### config.mk
export PLATFORM = sky130hd
export DESIGN_NAME = detection_trigger_qualifier
export DESIGN_NICKNAME = d
export VERILOG_FILES = /design/src/rtl/dtq_pkg.sv /design/src/rtl/dtq_step.sv /design/src/rtl/detection_trigger_qualifier.sv
export SDC_FILE = /design/constraint.sdc
export NUM_CORES = 2
export LEC_CHECK = 0
export BUFFER_PORTS_ARGS = -buffer_cell sky130_fd_sc_hd__buf_2
export CORE_ASPECT_RATIO = 0.75
export CORE_MARGIN = 1
export CORE_UTILIZATION = 49
export DETAILED_ROUTE_END_ITERATION = 6
export HOLD_SLACK_MARGIN = 0.08
export PLACE_DENSITY = 0.65
export SYNTH_ARGS = -nofsm -noshare
export SYNTH_HDL_FRONTEND = slang
export SYNTH_SLANG_ARGS = --single-unit
export TNS_END_PERCENT = 20
### constraint.sdc
create_clock -name clk -period 18 [get_ports clk]
set_input_delay 3.6 -clock clk [delete_from_list [all_inputs] [get_ports clk]]
set_output_delay 3.6 -clock clk [all_outputs]
set_load 0.02 [all_outputs]
### src/rtl/dtq_pkg.sv
`timescale 1ns / 1ps
// ----------------------------------------------------------------------------
// dtq_pkg: shared types and constants of the detection trigger qualifier
// Holds the configuration, input word, result word and state layouts.
// ----------------------------------------------------------------------------
package dtq_pkg;

  localparam int TIME_BITS     = 32;
  localparam int RETRIGGER_MS  = 1500;
  localparam int KEEP_AWAKE_MS = 5000;

  localparam logic [15:0] W_NEW      = 16'd39322;
  localparam logic [15:0] W_OLD      = 16'd26214;
  localparam logic [15:0] ROUND_HALF = 16'd32768;
  localparam logic [7:0]  HITS_MAX   = 8'hFF;

  typedef logic [TIME_BITS-1:0] time_t;

  typedef enum logic [1:0] {
    ACT_NONE   = 2'd0,
    ACT_UNSURE = 2'd1,
    ACT_SURE   = 2'd2,
    ACT_DEACT  = 2'd3
  } action_t;

  typedef enum logic [1:0] {
    MODE_AI_SURE   = 2'd0,
    MODE_AI_BOTH   = 2'd1,
    MODE_MO_UNSURE = 2'd2,
    MODE_MO_SURE   = 2'd3
  } mode_t;

  typedef enum logic [2:0] {
    REG_MODE          = 3'd0,
    REG_TRIGGER_LEVEL = 3'd1,
    REG_RESET_LEVEL   = 3'd2,
    REG_WEAK_LEVEL    = 3'd3,
    REG_STRONG_LEVEL  = 3'd4,
    REG_REQUIRED_HITS = 3'd5,
    REG_COOLDOWN_MS   = 3'd6,
    REG_DEBOUNCE_MS   = 3'd7
  } reg_index_t;

  typedef struct packed {
    mode_t       mode;
    logic [15:0] trigger_level;
    logic [15:0] reset_level;
    logic [15:0] weak_level;
    logic [15:0] strong_level;
    logic [7:0]  required_hits;
    logic [15:0] cooldown_ms;
    logic [15:0] debounce_ms;
  } cfg_t;

  typedef struct packed {
    logic        kind;
    time_t       now;
    logic        motion_any;
    logic [15:0] probability;
    logic        busy;
  } item_t;

  typedef struct packed {
    logic [15:0] ema;
    logic [7:0]  hits;
    logic        alarm;
    time_t       last_change;
    time_t       last_fire;
    logic        fire_seen;
    time_t       high_start;
    logic        high_seen;
    logic        motion_latch;
    time_t       last_motion;
  } state_t;

  typedef struct packed {
    action_t     action;
    logic        alarm_active;
    logic [15:0] ema_level;
    logic [7:0]  hit_count;
    logic        in_cooldown;
    logic        motion_ok;
    logic        stay_awake;
    logic        dropped;
  } result_t;

endpackage

### src/rtl/dtq_step.sv
`timescale 1ns / 1ps
// ----------------------------------------------------------------------------
// dtq_step: one qualification step
// From the current state, configuration and one input word, forms the next
// state and the result word.
// ----------------------------------------------------------------------------
module dtq_step
  import dtq_pkg::*;
(
  input  cfg_t    cfg,
  input  state_t  st,
  input  item_t   item,
  output state_t  st_nxt,
  output result_t res
);

  always_comb begin
    logic        cool;
    logic        raw;
    logic        can_fire;
    logic        sure;
    logic        unsure;
    logic        dropped;
    logic        awake;
    logic [32:0] ema_sum;
    logic [16:0] ema_q;
    logic [15:0] ema_new;
    action_t     action;
    time_t       d_fire;

    st_nxt   = st;
    action   = ACT_NONE;
    dropped  = 1'b0;
    raw      = 1'b0;
    can_fire = 1'b0;
    sure     = 1'b0;
    unsure   = 1'b0;
    d_fire   = item.now - st.last_fire;
    cool     = st.fire_seen && (d_fire < time_t'(cfg.cooldown_ms));

    ema_sum = 33'(32'(W_NEW) * 32'(item.probability))
            + 33'(32'(W_OLD) * 32'(st.ema))
            + 33'(ROUND_HALF);
    ema_q   = ema_sum[32:16];
    ema_new = ema_q[16] ? 16'hFFFF : ema_q[15:0];

    if (!item.kind) begin
      // Motion is blanked while the deterrent cools down.
      raw = item.motion_any && !cool;
      if (raw) begin
        if (!st.high_seen) begin
          st_nxt.high_seen  = 1'b1;
          st_nxt.high_start = item.now;
        end else if ((time_t'(item.now - st.high_start) > time_t'(cfg.debounce_ms))
                     && !st.motion_latch) begin
          st_nxt.motion_latch = 1'b1;
          if (cfg.mode[1]) begin
            action             = (cfg.mode == MODE_MO_SURE) ? ACT_SURE : ACT_UNSURE;
            st_nxt.last_fire   = item.now;
            st_nxt.fire_seen   = 1'b1;
            st_nxt.alarm       = 1'b1;
          end
        end
      end else begin
        st_nxt.high_seen    = 1'b0;
        st_nxt.motion_latch = 1'b0;
      end
      if (st_nxt.motion_latch) begin
        st_nxt.last_motion = item.now;
      end
    end else if (cfg.mode[1] || cool) begin
      dropped = 1'b1;
    end else begin
      st_nxt.ema = ema_new;
      // The increment wins when both levels are met.
      if (ema_new >= cfg.trigger_level) begin
        if (st.hits != HITS_MAX) begin
          st_nxt.hits = st.hits + 8'd1;
        end
      end else if (ema_new <= cfg.reset_level) begin
        st_nxt.hits = '0;
        if (st.alarm) begin
          st_nxt.alarm       = 1'b0;
          st_nxt.last_change = item.now;
        end
      end
      can_fire = !st_nxt.alarm && (st_nxt.hits >= cfg.required_hits)
              && (time_t'(item.now - st_nxt.last_change) > time_t'(RETRIGGER_MS));
      sure   = ema_new >= cfg.strong_level;
      unsure = (cfg.mode == MODE_AI_BOTH) && (ema_new >= cfg.weak_level) && !sure;
      if (can_fire) begin
        if (sure || unsure) begin
          st_nxt.alarm       = 1'b1;
          st_nxt.last_change = item.now;
          st_nxt.last_fire   = item.now;
          st_nxt.fire_seen   = 1'b1;
          st_nxt.hits        = '0;
          action             = sure ? ACT_SURE : ACT_UNSURE;
        end
      end else if (!st_nxt.alarm) begin
        action = ACT_DEACT;
      end
    end

    awake = (time_t'(item.now - st_nxt.last_motion) < time_t'(KEEP_AWAKE_MS))
         || item.busy
         || (cool && (time_t'(item.now - st_nxt.last_fire) < time_t'(KEEP_AWAKE_MS)));

    res.action       = action;
    res.alarm_active = st_nxt.alarm;
    res.ema_level    = st_nxt.ema;
    res.hit_count    = st_nxt.hits;
    res.in_cooldown  = cool;
    res.motion_ok    = st_nxt.motion_latch;
    res.stay_awake   = awake;
    res.dropped      = dropped;
  end

endmodule

### src/rtl/detection_trigger_qualifier.sv
`timescale 1ns / 1ps
// ----------------------------------------------------------------------------
// detection_trigger_qualifier: motion and classifier trigger qualification
// Debounces motion, smooths classifier probabilities and decides when the
// deterrent fires, with cooldown, retrigger delay and an alarm latch.
// ----------------------------------------------------------------------------
// The block takes one word per clock while the output side is not stalled and
// gives exactly one result word for each. A word is captured in the input
// register, passes through the single step stage (average update, hit
// counting and the firing decision) and lands in the result register while
// the state is updated at the same edge, so the next word already sees it.
// Configuration writes are taken in any cycle and must only be issued while
// no word is in flight.
module detection_trigger_qualifier
  import dtq_pkg::*;
(
  input  logic        clk,
  input  logic        rst_n,
  input  logic        in_valid,
  output logic        in_ready,
  input  logic        in_kind,
  input  logic [31:0] in_now_ms,
  input  logic        in_motion_left,
  input  logic        in_motion_center,
  input  logic        in_motion_right,
  input  logic [15:0] in_probability,
  input  logic        in_deterrent_busy,
  output logic        out_valid,
  input  logic        out_ready,
  output logic [1:0]  out_action,
  output logic        out_alarm_active,
  output logic [15:0] out_ema_level,
  output logic [7:0]  out_hit_count,
  output logic        out_in_cooldown,
  output logic        out_motion_ok,
  output logic        out_stay_awake,
  output logic        out_dropped,
  input  logic        cfg_valid,
  output logic        cfg_ready,
  input  logic [2:0]  cfg_index,
  input  logic [15:0] cfg_data
);

  logic    s1_valid_r;
  item_t   s1_item_r;
  cfg_t    cfg_r;
  state_t  st_r;
  state_t  st_nxt;
  result_t res_nxt;
  result_t out_res_r;
  logic    out_valid_r;
  logic    advance;

  assign advance   = s1_valid_r && (!out_valid_r || out_ready);
  assign in_ready  = !s1_valid_r || advance;
  assign cfg_ready = 1'b1;

  always_ff @(posedge clk) begin
    if (!rst_n) begin
      s1_valid_r <= 1'b0;
    end else if (in_ready) begin
      s1_valid_r <= in_valid;
    end
  end

  always_ff @(posedge clk) begin
    if (in_valid && in_ready) begin
      s1_item_r.kind        <= in_kind;
      s1_item_r.now         <= time_t'(in_now_ms);
      s1_item_r.motion_any  <= in_motion_left | in_motion_center | in_motion_right;
      s1_item_r.probability <= in_probability;
      s1_item_r.busy        <= in_deterrent_busy;
    end
  end

  always_ff @(posedge clk) begin
    if (!rst_n) begin
      cfg_r.mode          <= MODE_MO_UNSURE;
      cfg_r.trigger_level <= 16'd26214;
      cfg_r.reset_level   <= 16'd16384;
      cfg_r.weak_level    <= 16'd39322;
      cfg_r.strong_level  <= 16'd49152;
      cfg_r.required_hits <= 8'd1;
      cfg_r.cooldown_ms   <= 16'd8000;
      cfg_r.debounce_ms   <= 16'd200;
    end else if (cfg_valid && cfg_ready) begin
      unique case (reg_index_t'(cfg_index))
        REG_MODE:          cfg_r.mode          <= mode_t'(cfg_data[1:0]);
        REG_TRIGGER_LEVEL: cfg_r.trigger_level <= cfg_data;
        REG_RESET_LEVEL:   cfg_r.reset_level   <= cfg_data;
        REG_WEAK_LEVEL:    cfg_r.weak_level    <= cfg_data;
        REG_STRONG_LEVEL:  cfg_r.strong_level  <= cfg_data;
        REG_REQUIRED_HITS: cfg_r.required_hits <= cfg_data[7:0];
        REG_COOLDOWN_MS:   cfg_r.cooldown_ms   <= cfg_data;
        REG_DEBOUNCE_MS:   cfg_r.debounce_ms   <= cfg_data;
        default: ;
      endcase
    end
  end

  dtq_step u_step (
    .cfg    (cfg_r),
    .st     (st_r),
    .item   (s1_item_r),
    .st_nxt (st_nxt),
    .res    (res_nxt)
  );

  always_ff @(posedge clk) begin
    if (!rst_n) begin
      st_r <= '0;
    end else if (advance) begin
      st_r <= st_nxt;
    end
  end

  always_ff @(posedge clk) begin
    if (!rst_n) begin
      out_valid_r <= 1'b0;
    end else if (advance) begin
      out_valid_r <= 1'b1;
    end else if (out_ready) begin
      out_valid_r <= 1'b0;
    end
  end

  always_ff @(posedge clk) begin
    if (advance) begin
      out_res_r <= res_nxt;
    end
  end

  assign out_valid        = out_valid_r;
  assign out_action       = out_res_r.action;
  assign out_alarm_active = out_res_r.alarm_active;
  assign out_ema_level    = out_res_r.ema_level;
  assign out_hit_count    = out_res_r.hit_count;
  assign out_in_cooldown  = out_res_r.in_cooldown;
  assign out_motion_ok    = out_res_r.motion_ok;
  assign out_stay_awake   = out_res_r.stay_awake;
  assign out_dropped      = out_res_r.dropped;

  // A word held in the input stage is never lost while the output stalls.
  a_s1_hold: assert property (@(posedge clk) disable iff (!rst_n)
    s1_valid_r && !advance |=> s1_valid_r)
    else $error("input stage word lost while stalled");

  // The state only moves when a word passes the step stage.
  a_state_hold: assert property (@(posedge clk) disable iff (!rst_n)
    !advance |=> $stable(st_r))
    else $error("state changed without a word");

  // A dropped sample never produces an action.
  a_drop_quiet: assert property (@(posedge clk) disable iff (!rst_n)
    out_valid_r && out_res_r.dropped |-> out_res_r.action == ACT_NONE)
    else $error("dropped sample carries an action");

  // Firing sets the alarm latch; deactivation only happens with it clear.
  a_fire_latch: assert property (@(posedge clk) disable iff (!rst_n)
    out_valid_r && (out_res_r.action == ACT_SURE || out_res_r.action == ACT_UNSURE)
    |-> out_res_r.alarm_active)
    else $error("firing without alarm latch");

  a_deact_clear: assert property (@(posedge clk) disable iff (!rst_n)
    out_valid_r && out_res_r.action == ACT_DEACT |-> !out_res_r.alarm_active)
    else $error("deactivate with alarm latched");

endmodule

==> run summary <==
RUN STATUS
--------------------------------------------------------------------------------------------------
Violations in the final reports                                                                DRC
Result of the run                                                                     complete, but fails checks

WORST SETUP PATH
--------------------------------------------------------------------------------------------------
Critical Path AT                                                                          17.38 ns
Crit start category                                                                       register
Required @ worst endpoint                                                                 18.41 ns
Critical path's slowest cell                                                               dfxtp_1
Type of the setup path with the least slack                                             reg -> reg
Slowest Stage Delay on Critical Path                                                       0.60 ns
Endpoint class of the critical path                                                       register
Worst-path fanout max                                                                           12

FLOORPLAN
--------------------------------------------------------------------------------------------------
Starting density of the core                                                                0.4989
Die area                                                                               74620 sq um
Core box area                                                                          72210 sq um
DIE HEIGHT                                                                                236.8 um
Cell row count                                                                                  85
Count of pins on the block boundary                                                            111
Die span in x                                                                             315.1 um

ROUTING
--------------------------------------------------------------------------------------------------
Antenna-violating nets left                                                                      0
Total vias in the final route                                                               30.95k
Final wirelength                                                                         106800 um
First-pass iteration count of the detailed router                                                7
Count of unresolved DRC violations after routing                                                 5
Iteration-0 DRC count of the detailed router                                                  2730
Wire length per cell                                                                      19.93 um
Number of vias per cell after detailed routing                                               5.776

CTS
--------------------------------------------------------------------------------------------------
CTS Buffer Depth                                                                                 3
H-tree depth                                                                                     2
TritonCTS Buffers                                                                               40
Clk sinks                                                                                      346
Skew-Pair Late Insertion Delay                                                             0.62 ns
CTS tree                                                                                     built
CTS Hold Buffers Added                                                                           0
Clock transition time at the flip-flop clock pins of the worst setup and hold paths        0.06 ns
CTS root buffer                                                                          clkbuf_16

YOSYS
--------------------------------------------------------------------------------------------------
Distinct cells, synth                                                                          103
Library cell with the highest instance count after synthesis                                  ha_1
Synthesized area per cell                                                              8.399 sq um
Synth area leaders                                                                    ha_1, dfxtp_1, fa_1, edfxtp_1, inv_1
Post-synth net total                                                                          5081
Share of flip-flops with an asynchronous set or reset                                            0
Netlist Area Pre-Place                                                                 36020 sq um
Post-synthesis cell count                                                                     4289
Count of state elements after synthesis                                                        346
Dominant register cell in the synthesized netlist                                          dfxtp_1
Most numerous cell types in the synthesized netlist                                   ha_1, inv_1, nand2_1
Most area-hungry cell type in the Yosys netlist                                               ha_1
Post-synth EDFFs                                                                                82
Area share of the largest cell type after synthesis                                         0.1987
Register area share after synthesis                                                         0.2151
Number of warnings reported in the yosys synthesis log                                           0

FINAL LAYOUT
--------------------------------------------------------------------------------------------------
Final cell count without fillers                                                              5359
N_diodes                                                                                         0
Area of the multi-input gates                                                          25800 sq um
Total area of sequential cells                                                          7747 sq um
Synth-to-layout area growth                                                                 9.239%
Number of nets at the end of the flow                                                         5163
Ratio of cells with drive above 1 in the final layout                                      0.07542
Cell area after layout                                                                 39350 sq um
# fillers                                                                                     6787

PLACEMENT
--------------------------------------------------------------------------------------------------
Placed Cells incl. Taps                                                                       5264
Port bufs                                                                                      109
HPWL reported at the end of detailed placement                                            82920 um
Placement Cell Area                                                                    37640 sq um
Final GP Congestion                                                                         0.9992

TIMING
--------------------------------------------------------------------------------------------------
Hold Vio Cnt, Final                                                                              0
Worst clock skew                                                                        0.05581 ns
Final setup viols                                                                                0
Accumulated negative setup slack                                                              0 ns
Maximum achievable frequency                                                             58.96 MHz
Minimum clock period after layout                                                         16.96 ns
Max Slew Vio Count                                                                               0
Hold slack final                                                                         0.4641 ns
Worst slew margin                                                                           0.1538
Slew of the pin with the lowest slew margin                                               1.252 ns
Final Cycle Share                                                                           0.9423

RUN
--------------------------------------------------------------------------------------------------
Count of maximum capacitance violations                                                          0

GLOBAL ROUTE
--------------------------------------------------------------------------------------------------
GRT Resource Usage Total                                                                    0.2834
Congestion Overflow GR                                                                           0
First-pass GRT wire length                                                               165700 um
Number of global-route vias before repair                                                   28.45k
Largest net degree at the start of global routing                                              107
Antenna violations before repair                                                                 5

HOLD PATH
--------------------------------------------------------------------------------------------------
Hold WC Path Type                                                                       reg -> reg

POWER
--------------------------------------------------------------------------------------------------
Maximum vdd ir drop                                                                      0.2203 mV
Post-layout total power                                                                 0.005895 W
Lkg Pwr                                                                                   18.27 nW
Areal power density over the cells                                                    149.8 nW/um^2

==> cells by family (layout without fill, tap and decap cells) <==
| kind of cell | after synthesis | after routing | share of synthesized area |
|---|---|---|---|
| compound gates | 1050 | 1050 | 0.2015 |
| xor+xnor | 124 | 124 | 0.03015 |
| fa+ha+maj | 715 | 715 | 0.2781 |
| buf+inv | 696 | 809 | 0.07311 |
| flops | 346 | 346 | 0.2151 |
| mux | 169 | 169 | 0.04751 |
| other cells | 1 | 1 | 0.0001041 |
| simple gates | 1188 | 1188 | 0.1544 |
==> cells in the final DEF (no fill, tap or decap), drive strengths merged, types with 15 or more instances in the layout <==
master	Yosys	layout
o211a	45	45
buf	19	175
ha	572	572
a21oi	241	241
fa	143	143
edfxtp	82	82
nand2b	45	45
nand4	39	39
o21ai	166	166
nand3	82	82
o21a	43	43
o211ai	49	49
nor2b	85	85
xnor2	87	87
xor2	37	37
clkbuf	117	50
dfxtp	264	264
mux2	16	16
nor3	70	70
a211oi	30	30
a21boi	157	157
o31ai	23	23
mux2i	153	153
or3	22	22
o21bai	32	32
nor2	211	211
nor4	21	21
clkinv	1	15
a31oi	23	23
inv	559	562
and2	20	20
a21o	100	100
and3	28	28
a2111oi	15	15
nand2	508	508
==> path summary, 6_finish.rpt <==
kind,slack (ns),cells after the start,from,endpoint
setup / recovery,1.04,69,st_r[142]$_SDFFE_PN0P_,out_stay_awake$_DFFE_PP_
hold / removal,0.46,2,cfg_r[41]$_SDFFE_PN0P_,cfg_r[41]$_SDFFE_PN0P_
setup reg to reg,1.04,69,st_r[142]$_SDFFE_PN0P_,out_stay_awake$_DFFE_PP_
hold reg to reg,0.46,2,cfg_r[41]$_SDFFE_PN0P_,cfg_r[41]$_SDFFE_PN0P_
==> layer usage <==
metal / vias to the layer above / wire [um] / track usage
met5: - / 11 / 0
met4: 2 / 1330 / 0.04457
met3: 92 / 9973 / 0.05710
met2: 1089 / 39410 / 0.3672
met1: 14600 / 56090 / 0.4696
li1: 15180 / - / -
==> registers in the layout, indices dropped and copies added, names as in the netlist <==
name and count:
st_r 156, cfg_r 106, s1_item_r 51, out_ema_level 16, out_hit_count 8, out_action 2, out_alarm_active 1, out_dropped 1
out_in_cooldown 1, out_motion_ok 1, out_stay_awake 1, out_valid 1, s1_valid_r 1
==> worst max-delay path, delay by kind of cell (launching register included) <==
kind	cells	cell delay [ns]
flip-flops	1	0.60
adder cells (fa/ha/maj)	13	4.89
multiplexers	2	0.54
XOR/XNOR	2	0.33
AO/OA/AOI/OAI	26	5.65
buffers and inverters	9	0.87
AND/OR/NAND/NOR	17	3.86
==> final cells by class <==
| class | instances | area share |
|---|---|---|
| multi-input combinational | 3247 | 0.6556 |
| sequential | 346 | 0.1969 |
| inverter | 560 | 0.05348 |
| tap | 957 | 0.03043 |
| timing repair buffer | 176 | 0.02788 |
| clock buffer | 49 | 0.02734 |
| clock inverter | 24 | 0.008394 |
==> power breakdown <==
part / total, W / switching (W) / leakage [nW] / internal [W]
Sequential: 0.000849 / 0.0000278 / 2.93 / 0.000821
Clock: 0.000887 / 0.000369 / 0.688 / 0.000518
Combinational: 0.00416 / 0.00250 / 14.7 / 0.00166
==> what timing repair did <==
item,in CTS,in global routing
setup buffers,0,21
gates resized for setup,0,31
endpoints found under the setup margin,0,1
==> per-stage QoR <==
stage | setup slack [ns] | util
after floorplan | 1.715 | -
after global placement | 0.5853 | 0.5213
after detailed placement | 0.2911 | 0.5213
after CTS | 0.1868 | 0.5408
after global routing | -0.01972 | 0.5450
final | 1.038 | 0.5450
(Power assumes the default switching activity.)
